### src/rtl/sha1_pkg.sv
`default_nettype none
package sha1_pkg;

  localparam int unsigned WORD_W  = 32;
  localparam int unsigned BYTE_W  = 8;
  localparam int unsigned NUM_H   = 5;
  localparam int unsigned BLOCK_W = 512;
  localparam int unsigned COUNT_W = 61;
  localparam int unsigned RND_W   = 7;

  // request command codes
  localparam logic CMD_ABSORB = 1'b0;
  localparam logic CMD_FINISH = 1'b1;

  typedef logic [WORD_W-1:0] word_t;
  typedef logic [BYTE_W-1:0] byte_t;

  localparam word_t H_INIT [NUM_H] = '{
    32'h67452301, 32'hEFCDAB89, 32'h98BADCFE, 32'h10325476, 32'hC3D2E1F0
  };

  localparam word_t K_00_19 = 32'h5A827999;
  localparam word_t K_20_39 = 32'h6ED9EBA1;
  localparam word_t K_40_59 = 32'h8F1BBCDC;
  localparam word_t K_60_79 = 32'hCA62C1D6;

  localparam byte_t PAD_BYTE = 8'h80;

  localparam logic [RND_W-1:0] LAST_RND = 7'd79;

endpackage
`default_nettype wire

### src/rtl/sha1_if.sv
`default_nettype none
interface sha1_in_if;
  logic                valid;
  logic                ready;
  logic                cmd;
  sha1_pkg::byte_t     data_byte;

  modport source (output valid, output cmd, output data_byte, input ready);
  modport sink   (input valid, input cmd, input data_byte, output ready);
  modport mon    (input valid, input cmd, input data_byte, input ready);
endinterface

interface sha1_out_if;
  logic                valid;
  logic                ready;
  sha1_pkg::word_t     digest_word0;
  sha1_pkg::word_t     digest_word1;
  sha1_pkg::word_t     digest_word2;
  sha1_pkg::word_t     digest_word3;
  sha1_pkg::word_t     digest_word4;

  modport source (output valid, output digest_word0, output digest_word1,
                  output digest_word2, output digest_word3, output digest_word4,
                  input ready);
  modport sink   (input valid, input digest_word0, input digest_word1,
                  input digest_word2, input digest_word3, input digest_word4,
                  output ready);
  modport mon    (input valid, input digest_word0, input digest_word1,
                  input digest_word2, input digest_word3, input digest_word4,
                  input ready);
endinterface
`default_nettype wire

### src/rtl/sha1_message_digest.sv
// Absorb request: the one that fills a 64-byte block starts 80 rounds and the chaining add.
// Finish request: pads the block out to 64 bytes and compresses it, plus one more padded
//   block when 56 or more bytes are pending, then loads the digest register.
// Throughput is set by the single round unit: one round per cycle, 80 per block.
// Reset (rst_n low, synchronous): chaining words to the SHA-1 IV, counts cleared,
//   output register emptied; the block store itself is not cleared.
`default_nettype none
module sha1_message_digest (
  input  wire logic   clk,
  input  wire logic   rst_n,
  sha1_in_if.sink     in_chan,
  sha1_out_if.source  out_chan
);
  import sha1_pkg::*;

  typedef enum logic [4:0] {
    ST_IDLE  = 5'b00001,
    ST_PAD   = 5'b00010,
    ST_ROUND = 5'b00100,
    ST_FINAL = 5'b01000,
    ST_EMIT  = 5'b10000
  } state_t;

  // control state
  state_t             state_r, state_nxt;
  logic [5:0]         fill_r, fill_nxt;      // bytes in the current block
  logic [COUNT_W-1:0] msg_r, msg_nxt;        // message length in bytes
  logic [RND_W-1:0]   rnd_r, rnd_nxt;        // round counter
  logic               fin_r, fin_nxt;        // finishing a message
  logic               first_r, first_nxt;    // next pad byte is 0x80
  logic               lenok_r, lenok_nxt;    // this pad block carries the length
  logic               out_valid_r, out_valid_nxt;
  word_t              h_r   [NUM_H];
  word_t              h_nxt [NUM_H];

  // payload
  // Block store doubles as the 16-word schedule window: word j sits at
  // blk_r[511-32j -: 32]. Bytes shift in at the bottom; each round shifts
  // out word 0 and appends the next schedule word.
  logic [BLOCK_W-1:0] blk_r, blk_nxt;
  word_t              wv_r   [NUM_H];        // a, b, c, d, e
  word_t              wv_nxt [NUM_H];
  word_t              dig_r  [NUM_H];
  word_t              dig_nxt [NUM_H];

  logic        in_acc;
  logic        load_wv;
  logic [63:0] bit_len;
  byte_t       len_byte;
  byte_t       pad_byte;
  word_t       w0, w2, w8, w13, w_new;
  word_t       f_val, k_val, tmp;

  assign in_chan.ready = (state_r == ST_IDLE);
  assign in_acc        = in_chan.valid && in_chan.ready;

  assign out_chan.valid        = out_valid_r;
  assign out_chan.digest_word0 = dig_r[0];
  assign out_chan.digest_word1 = dig_r[1];
  assign out_chan.digest_word2 = dig_r[2];
  assign out_chan.digest_word3 = dig_r[3];
  assign out_chan.digest_word4 = dig_r[4];

  // length field, big-endian, byte picked by position within bytes 56..63
  assign bit_len  = {msg_r, 3'b000};
  assign len_byte = byte_t'(bit_len >> {~fill_r[2:0], 3'b000});
  assign pad_byte = first_r ? PAD_BYTE :
                    ((lenok_r && (&fill_r[5:3])) ? len_byte : '0);

  // message schedule
  assign w0    = blk_r[511:480];
  assign w2    = blk_r[447:416];
  assign w8    = blk_r[255:224];
  assign w13   = blk_r[95:64];
  assign w_new = {(w13[30:0] ^ w8[30:0] ^ w2[30:0] ^ w0[30:0]),
                  (w13[31] ^ w8[31] ^ w2[31] ^ w0[31])};

  // round function
  always_comb begin
    priority if (rnd_r < 7'd20) begin
      f_val = (wv_r[1] & wv_r[2]) | (~wv_r[1] & wv_r[3]);
      k_val = K_00_19;
    end else if (rnd_r < 7'd40) begin
      f_val = wv_r[1] ^ wv_r[2] ^ wv_r[3];
      k_val = K_20_39;
    end else if (rnd_r < 7'd60) begin
      f_val = (wv_r[1] & wv_r[2]) | (wv_r[1] & wv_r[3]) | (wv_r[2] & wv_r[3]);
      k_val = K_40_59;
    end else begin
      f_val = wv_r[1] ^ wv_r[2] ^ wv_r[3];
      k_val = K_60_79;
    end
  end

  assign tmp = {wv_r[0][26:0], wv_r[0][31:27]} + f_val + wv_r[4] + k_val + w0;

  // sequencer
  always_comb begin
    state_nxt     = state_r;
    fill_nxt      = fill_r;
    msg_nxt       = msg_r;
    rnd_nxt       = rnd_r;
    fin_nxt       = fin_r;
    first_nxt     = first_r;
    lenok_nxt     = lenok_r;
    out_valid_nxt = out_valid_r && !out_chan.ready;
    blk_nxt       = blk_r;
    h_nxt         = h_r;
    wv_nxt        = wv_r;
    dig_nxt       = dig_r;
    load_wv       = 1'b0;

    unique case (state_r)
      ST_IDLE: begin
        if (in_acc) begin
          if (in_chan.cmd == CMD_FINISH) begin
            fin_nxt   = 1'b1;
            first_nxt = 1'b1;
            lenok_nxt = !(&fill_r[5:3]);   // tail of 56+ bytes needs an extra block
            state_nxt = ST_PAD;
          end else begin
            blk_nxt  = {blk_r[BLOCK_W-BYTE_W-1:0], in_chan.data_byte};
            fill_nxt = fill_r + 6'd1;
            msg_nxt  = msg_r + COUNT_W'(1);
            if (&fill_r) begin
              load_wv   = 1'b1;
              state_nxt = ST_ROUND;
            end
          end
        end
      end
      ST_PAD: begin
        blk_nxt   = {blk_r[BLOCK_W-BYTE_W-1:0], pad_byte};
        first_nxt = 1'b0;
        fill_nxt  = fill_r + 6'd1;
        if (&fill_r) begin
          load_wv   = 1'b1;
          state_nxt = ST_ROUND;
        end
      end
      ST_ROUND: begin
        wv_nxt[0] = tmp;
        wv_nxt[1] = wv_r[0];
        wv_nxt[2] = {wv_r[1][1:0], wv_r[1][31:2]};
        wv_nxt[3] = wv_r[2];
        wv_nxt[4] = wv_r[3];
        blk_nxt   = {blk_r[BLOCK_W-WORD_W-1:0], w_new};
        if (rnd_r == LAST_RND) begin
          rnd_nxt   = '0;
          state_nxt = ST_FINAL;
        end else begin
          rnd_nxt = rnd_r + 7'd1;
        end
      end
      ST_FINAL: begin
        for (int i = 0; i < NUM_H; i++) begin
          h_nxt[i] = h_r[i] + wv_r[i];
        end
        priority if (!fin_r) begin
          state_nxt = ST_IDLE;
        end else if (lenok_r) begin
          state_nxt = ST_EMIT;
        end else begin
          lenok_nxt = 1'b1;
          state_nxt = ST_PAD;
        end
      end
      ST_EMIT: begin
        if (!out_valid_r || out_chan.ready) begin
          dig_nxt       = h_r;
          out_valid_nxt = 1'b1;
          h_nxt         = H_INIT;
          msg_nxt       = '0;
          fin_nxt       = 1'b0;
          state_nxt     = ST_IDLE;
        end
      end
      default: state_nxt = ST_IDLE;
    endcase

    if (load_wv) begin
      wv_nxt = h_r;
    end
  end

  always_ff @(posedge clk) begin
    if (!rst_n) begin
      state_r     <= ST_IDLE;
      fill_r      <= '0;
      msg_r       <= '0;
      rnd_r       <= '0;
      fin_r       <= 1'b0;
      first_r     <= 1'b0;
      lenok_r     <= 1'b0;
      out_valid_r <= 1'b0;
      h_r         <= H_INIT;
    end else begin
      state_r     <= state_nxt;
      fill_r      <= fill_nxt;
      msg_r       <= msg_nxt;
      rnd_r       <= rnd_nxt;
      fin_r       <= fin_nxt;
      first_r     <= first_nxt;
      lenok_r     <= lenok_nxt;
      out_valid_r <= out_valid_nxt;
      h_r         <= h_nxt;
    end
  end

  always_ff @(posedge clk) begin
    blk_r <= blk_nxt;
    wv_r  <= wv_nxt;
    dig_r <= dig_nxt;
  end

endmodule
`default_nettype wire

### src/flat_wrapper.sv
// flat-port wrapper written by rule: the top's interface ports become plain ports
module sha1_message_digest_flat import sha1_pkg::*;
  (clk, rst_n, in_chan_valid, in_chan_cmd, in_chan_data_byte, in_chan_ready, out_chan_valid, out_chan_digest_word0, out_chan_digest_word1, out_chan_digest_word2, out_chan_digest_word3, out_chan_digest_word4, out_chan_ready);
  sha1_in_if in_chan_i ();
  sha1_out_if out_chan_i ();
  input  wire logic clk;
  input  wire logic rst_n;
  input wire logic [$bits(in_chan_i.valid)-1:0] in_chan_valid;
  input wire logic [$bits(in_chan_i.cmd)-1:0] in_chan_cmd;
  input wire logic [$bits(in_chan_i.data_byte)-1:0] in_chan_data_byte;
  output wire logic [$bits(in_chan_i.ready)-1:0] in_chan_ready;
  output wire logic [$bits(out_chan_i.valid)-1:0] out_chan_valid;
  output wire logic [$bits(out_chan_i.digest_word0)-1:0] out_chan_digest_word0;
  output wire logic [$bits(out_chan_i.digest_word1)-1:0] out_chan_digest_word1;
  output wire logic [$bits(out_chan_i.digest_word2)-1:0] out_chan_digest_word2;
  output wire logic [$bits(out_chan_i.digest_word3)-1:0] out_chan_digest_word3;
  output wire logic [$bits(out_chan_i.digest_word4)-1:0] out_chan_digest_word4;
  input wire logic [$bits(out_chan_i.ready)-1:0] out_chan_ready;
  assign in_chan_i.valid = in_chan_valid;
  assign in_chan_i.cmd = in_chan_cmd;
  assign in_chan_i.data_byte = in_chan_data_byte;
  assign in_chan_ready = in_chan_i.ready;
  assign out_chan_valid = out_chan_i.valid;
  assign out_chan_digest_word0 = out_chan_i.digest_word0;
  assign out_chan_digest_word1 = out_chan_i.digest_word1;
  assign out_chan_digest_word2 = out_chan_i.digest_word2;
  assign out_chan_digest_word3 = out_chan_i.digest_word3;
  assign out_chan_digest_word4 = out_chan_i.digest_word4;
  assign out_chan_i.ready = out_chan_ready;
  sha1_message_digest u_core (.clk(clk), .rst_n(rst_n), .in_chan(in_chan_i), .out_chan(out_chan_i));
endmodule
### config.mk
export PLATFORM = sky130hd
export DESIGN_NAME = sha1_message_digest_flat
export DESIGN_NICKNAME = d
export VERILOG_FILES = /design/src/rtl/sha1_pkg.sv /design/src/rtl/sha1_if.sv /design/src/rtl/sha1_message_digest.sv /design/src/flat_wrapper.sv
export SDC_FILE = /design/constraint.sdc
export NUM_CORES = 2
export LEC_CHECK = 0
export BUFFER_PORTS_ARGS = -buffer_cell sky130_fd_sc_hd__buf_2
export CELL_PAD_IN_SITES_DETAIL_PLACEMENT = 0
export CELL_PAD_IN_SITES_GLOBAL_PLACEMENT = 1
export CORE_MARGIN = 4
export CORE_UTILIZATION = 54
export DETAILED_ROUTE_END_ITERATION = 16
export HOLD_SLACK_MARGIN = 0.1
export PLACE_DENSITY = 0.84
export SLEW_MARGIN = 20
export SYNTH_ARGS = -nofsm -noshare
export SYNTH_HDL_FRONTEND = slang
export SYNTH_SLANG_ARGS = --single-unit
### constraint.sdc
create_clock -name clk -period 25.6 [get_ports clk]
set_input_delay 5.12 -clock clk [delete_from_list [all_inputs] [get_ports clk]]
set_output_delay 5.12 -clock clk [all_outputs]
set_load 0.02 [all_outputs]
==> results.py <==
metrics = {
    "worst_setup_path": {
        "r2r_slack_ns": 17.82,
        "worstPathCellList": "buf_2 -> nand4b_2 -> nand2_4 -> buf_4 -> buf_4",
        "cp.required_ns": 25.92,
        "critPathSlowestCell": "buf_4",
        "critPathArrivalTime_ns": 8.21,
        "crit_end": "u_core.blk_r[163]",
        "r2r-start": "u_core.rnd_r[3]",
        "path_depth": 5,
        "crit_path_frequent_cell": "buf_4",
        "start_kind": "primary input",
        "startpoint": "in_chan_cmd",
        "crit_family": "buffers and inverters",
        "r2r_end": "u_core.wv_r[159]",
        "cp-end-kind": "flop",
        "crit_buf_inv": 3,
        "critPathMaxFanout": 86,
        "crit_type": "primary input to flop",
        "max_stage_delay_ns": 0.93,
        "reg2reg_depth": 25,
    },
    "yosys": {
        "ys_ff_latch": 1075,
        "synth_edf_count": 832,
        "synth.area.top_cells": "edfxtp_1 44%, nand2_1 13%, dfxtp_1 8.6%, ha_1 4.9%, fa_1 4.4%",
        "synthCells": 5778,
        "synth_area_per_cell_um2": 9.80,
        "yosys.area.top_type_share_pct": 44.1,
        "synth_nets": 6138,
        "synthTopCellsByCount": "2031 x nand2_1, 832 x edfxtp_1, 265 x nor2_1",
        "synthArstFlopShare_pct": 0,
        "synthFlopType": "edfxtp_1",
        "yosysTopAreaCell": "edfxtp_1",
        "synth_most_common_cell": "nand2_1",
        "yosysSeqAreaShare_pct": 52.7,
        "synth_cell_types": 95,
        "yosys_warnings": 0,
        "syn_area_um2": 56600,
    },
    "timing": {
        "hold_viol_final": 0,
        "finalWorstSetupSlack_ns": 17.71,
        "post-route-period-util_pct": 30.8,
        "slew_violations": 0,
        "layout_min_cycle_time_ns": 7.89,
        "fmax_mhz": 127,
        "max_slew_margin_pct": 23.2,
        "worstMarginPinSlew_ns": 1.15,
        "tns_ns": 0,
        "setup_viol": 0,
        "finClkSkew_ns": 0.0259,
        "grt_setup_unrepaired": "no",
    },
    "placed_design": {
        "portBuffers": 174,
        "place_ws_ns": 16.97,
        "gp_congestion": 0.923,
        "dp_hpwl_mm": 99.9,
    },
    "global_routing": {
        "grt_max_degree": 236,
        "track_usage_pct": 25.8,
        "grt_pass1_wl_mm": 225,
        "grt-ovfl-total": 0,
        "antenna_found_initial": 3,
        "grt_pass1_vias": 39700,
    },
    "pwr": {
        "p_leak_nw": 25.4,
        "pwr-share-comb_pct": 8.9,
        "switchingPower_mw": 1.01,
        "seq_power_share_pct": 51.5,
        "p_per_area_nw_per_um2": 66.1,
        "irDropWorstVdd_uv": 73.9,
        "switching_share_pct": 24.6,
        "p_int_mw": 3.11,
        "clkPwrFrac_pct": 39.6,
    },
    "clock_network": {
        "h-tree-depth": 3,
        "clk_pin_slew_ns": 0.06,
        "cts-buffers-inserted": 113,
        "cts-root-buf": "clkbuf_16",
        "cts_tree": "done",
        "clock_sinks": 1075,
        "hold_buffers": 0,
        "cts_resized": 0,
        "clockBufferDepth": 3,
        "postCtsSetupBuffers": 0,
        "clock_latency_ns": 0.71,
    },
    "detailed_routing": {
        "first_pass_iters": 5,
        "routed_via_density": 5.59,
        "drtIter0Drc": 3381,
        "drt_wl_total_mm": 145,
        "ant_nets": 0,
        "remaining_drc_errors": 0,
        "vias": 41100,
        "wl_per_cell_um": 19.7,
    },
    "die": {
        "initial_core_util_pct": 54.5,
        "design.die.area_um2": 110000,
        "fp.dieH_um": 332,
        "die_w_um": 332,
        "io_pins": 175,
        "rows": 118,
        "core-area_um2": 104000,
    },
    "flow_run": {
        "maxCapViolations": 0,
    },
    "outcome": {
        "status": "complete, no violations",
    },
    "layout": {
        "final_nets": 6233,
        "post-route-util_pct": 60.1,
        "multi_input_area_um2": 25100,
        "drive_above_1_share_pct": 7.42,
        "fillers": 8815,
        "ff_latch_area_um2": 29800,
        "antenna_cells": 0,
        "area_delta_synth_final_pct": 10.2,
    },
    "hold_path": {
        "hold_class": "flop to flop",
        "hp-start": "u_core.first_r",
    },
}
metal layers:
metal | share of wire (%) | GRT usage [%] | up-vias
met2 | 47 | 42.8 | 1088
met1 | 43 | 35.2 | 19800
li1 | - | - | 19900
met5 | 0 | 0 | -
met3 | 5.2 | 3.16 | 261
met4 | 3.9 | 9.35 | 0
metrics by stage:
step	power (mW)	hold slack (ns)	area (µm²)	std cells
2_1_floorplan	2.48	0.441	56600	5778
3_3_place_gp	2.52	0.452	58700	7138
3_5_place_dp	2.53	0.463	58700	7138
4_1_cts	4.17	0.476	62400	7353
5_1_grt	4.29	0.497	62400	7353
6_report	4.13	0.475	62400	7353
area by class of cell:
cell class | instances | share of cell area (%)
inverter | 226 | 1.37
multi-input combinational | 4244 | 40.2
timing repair buffer | 213 | 1.91
sequential | 1075 | 47.8
clock inverter | 79 | 1.19
tap | 1380 | 2.77
clock buffer | 136 | 4.70
power by group through the flow:
stage	Sequential (mW)	Combinational, mW	Clock [mW]
global placement	2.16	0.361	0
finish	2.13	0.365	1.64
CTS	2.13	0.371	1.67
floorplan	2.22	0.259	0
global route	2.14	0.410	1.74
detailed placement	2.16	0.367	0
cell families (layout without fill, tap and decap cells):
| logic type | Yosys count | in the layout | share of synthesized area, % |
|---|---|---|---|
| muxes | 34 | 34 | 0.891 |
| buffers and inverters | 459 | 654 | 3.05 |
| AOI/OAI and AO/OA | 842 | 842 | 9.49 |
| xor gates and xnor gates | 303 | 303 | 4.69 |
| and+or+nand+nor | 2718 | 2718 | 19.8 |
| adders and majority gates | 347 | 347 | 9.31 |
| DFF | 1075 | 1075 | 52.7 |
worst min-delay path by stage:
stage	end	slack [ns]	depth (start not counted)
after floorplan	u_core.first_r	0.44	2
after global placement	u_core.first_r	0.45	2
after detailed placement	u_core.first_r	0.46	2
after CTS	u_core.first_r	0.48	2
after global routing	u_core.first_r	0.50	2
final	u_core.first_r	0.47	2
layout by cell type (no fill, tap or decap), types with 75 or more instances in the layout:
cell type and count:
nand2_1 2028, edfxtp_1 832, nor2_1 263, dfxtp_1 243, o21ai_0 239, inv_1 223, ha_1 223, a21oi_1 200
xnor2_1 186, buf_2 173, fa_1 124, xor2_1 117, clkbuf_16 114, nand3_1 81, nor2b_1 75, a21o_1 75
state kept, by name, indices dropped and copies added (netlist names), 5 cells and up:
register	cells
u_core.blk_r	512
u_core.out_chan.digest_word1	32
u_core.h_r	160
u_core.out_chan.digest_word4	32
u_core.wv_r	160
u_core.out_chan.digest_word2	32
u_core.fill_r	6
u_core.out_chan.digest_word0	32
u_core.rnd_r	7
u_core.out_chan.digest_word3	32
u_core.state_r	5
u_core.msg_r	61
worst min-delay path, cell delays in order, from the launching register on:
cell	delay [ns]
dfxtp_1	0.31
inv_1	0.06
a21oi_1	0.06
Power figures use the tool's default switching activity.
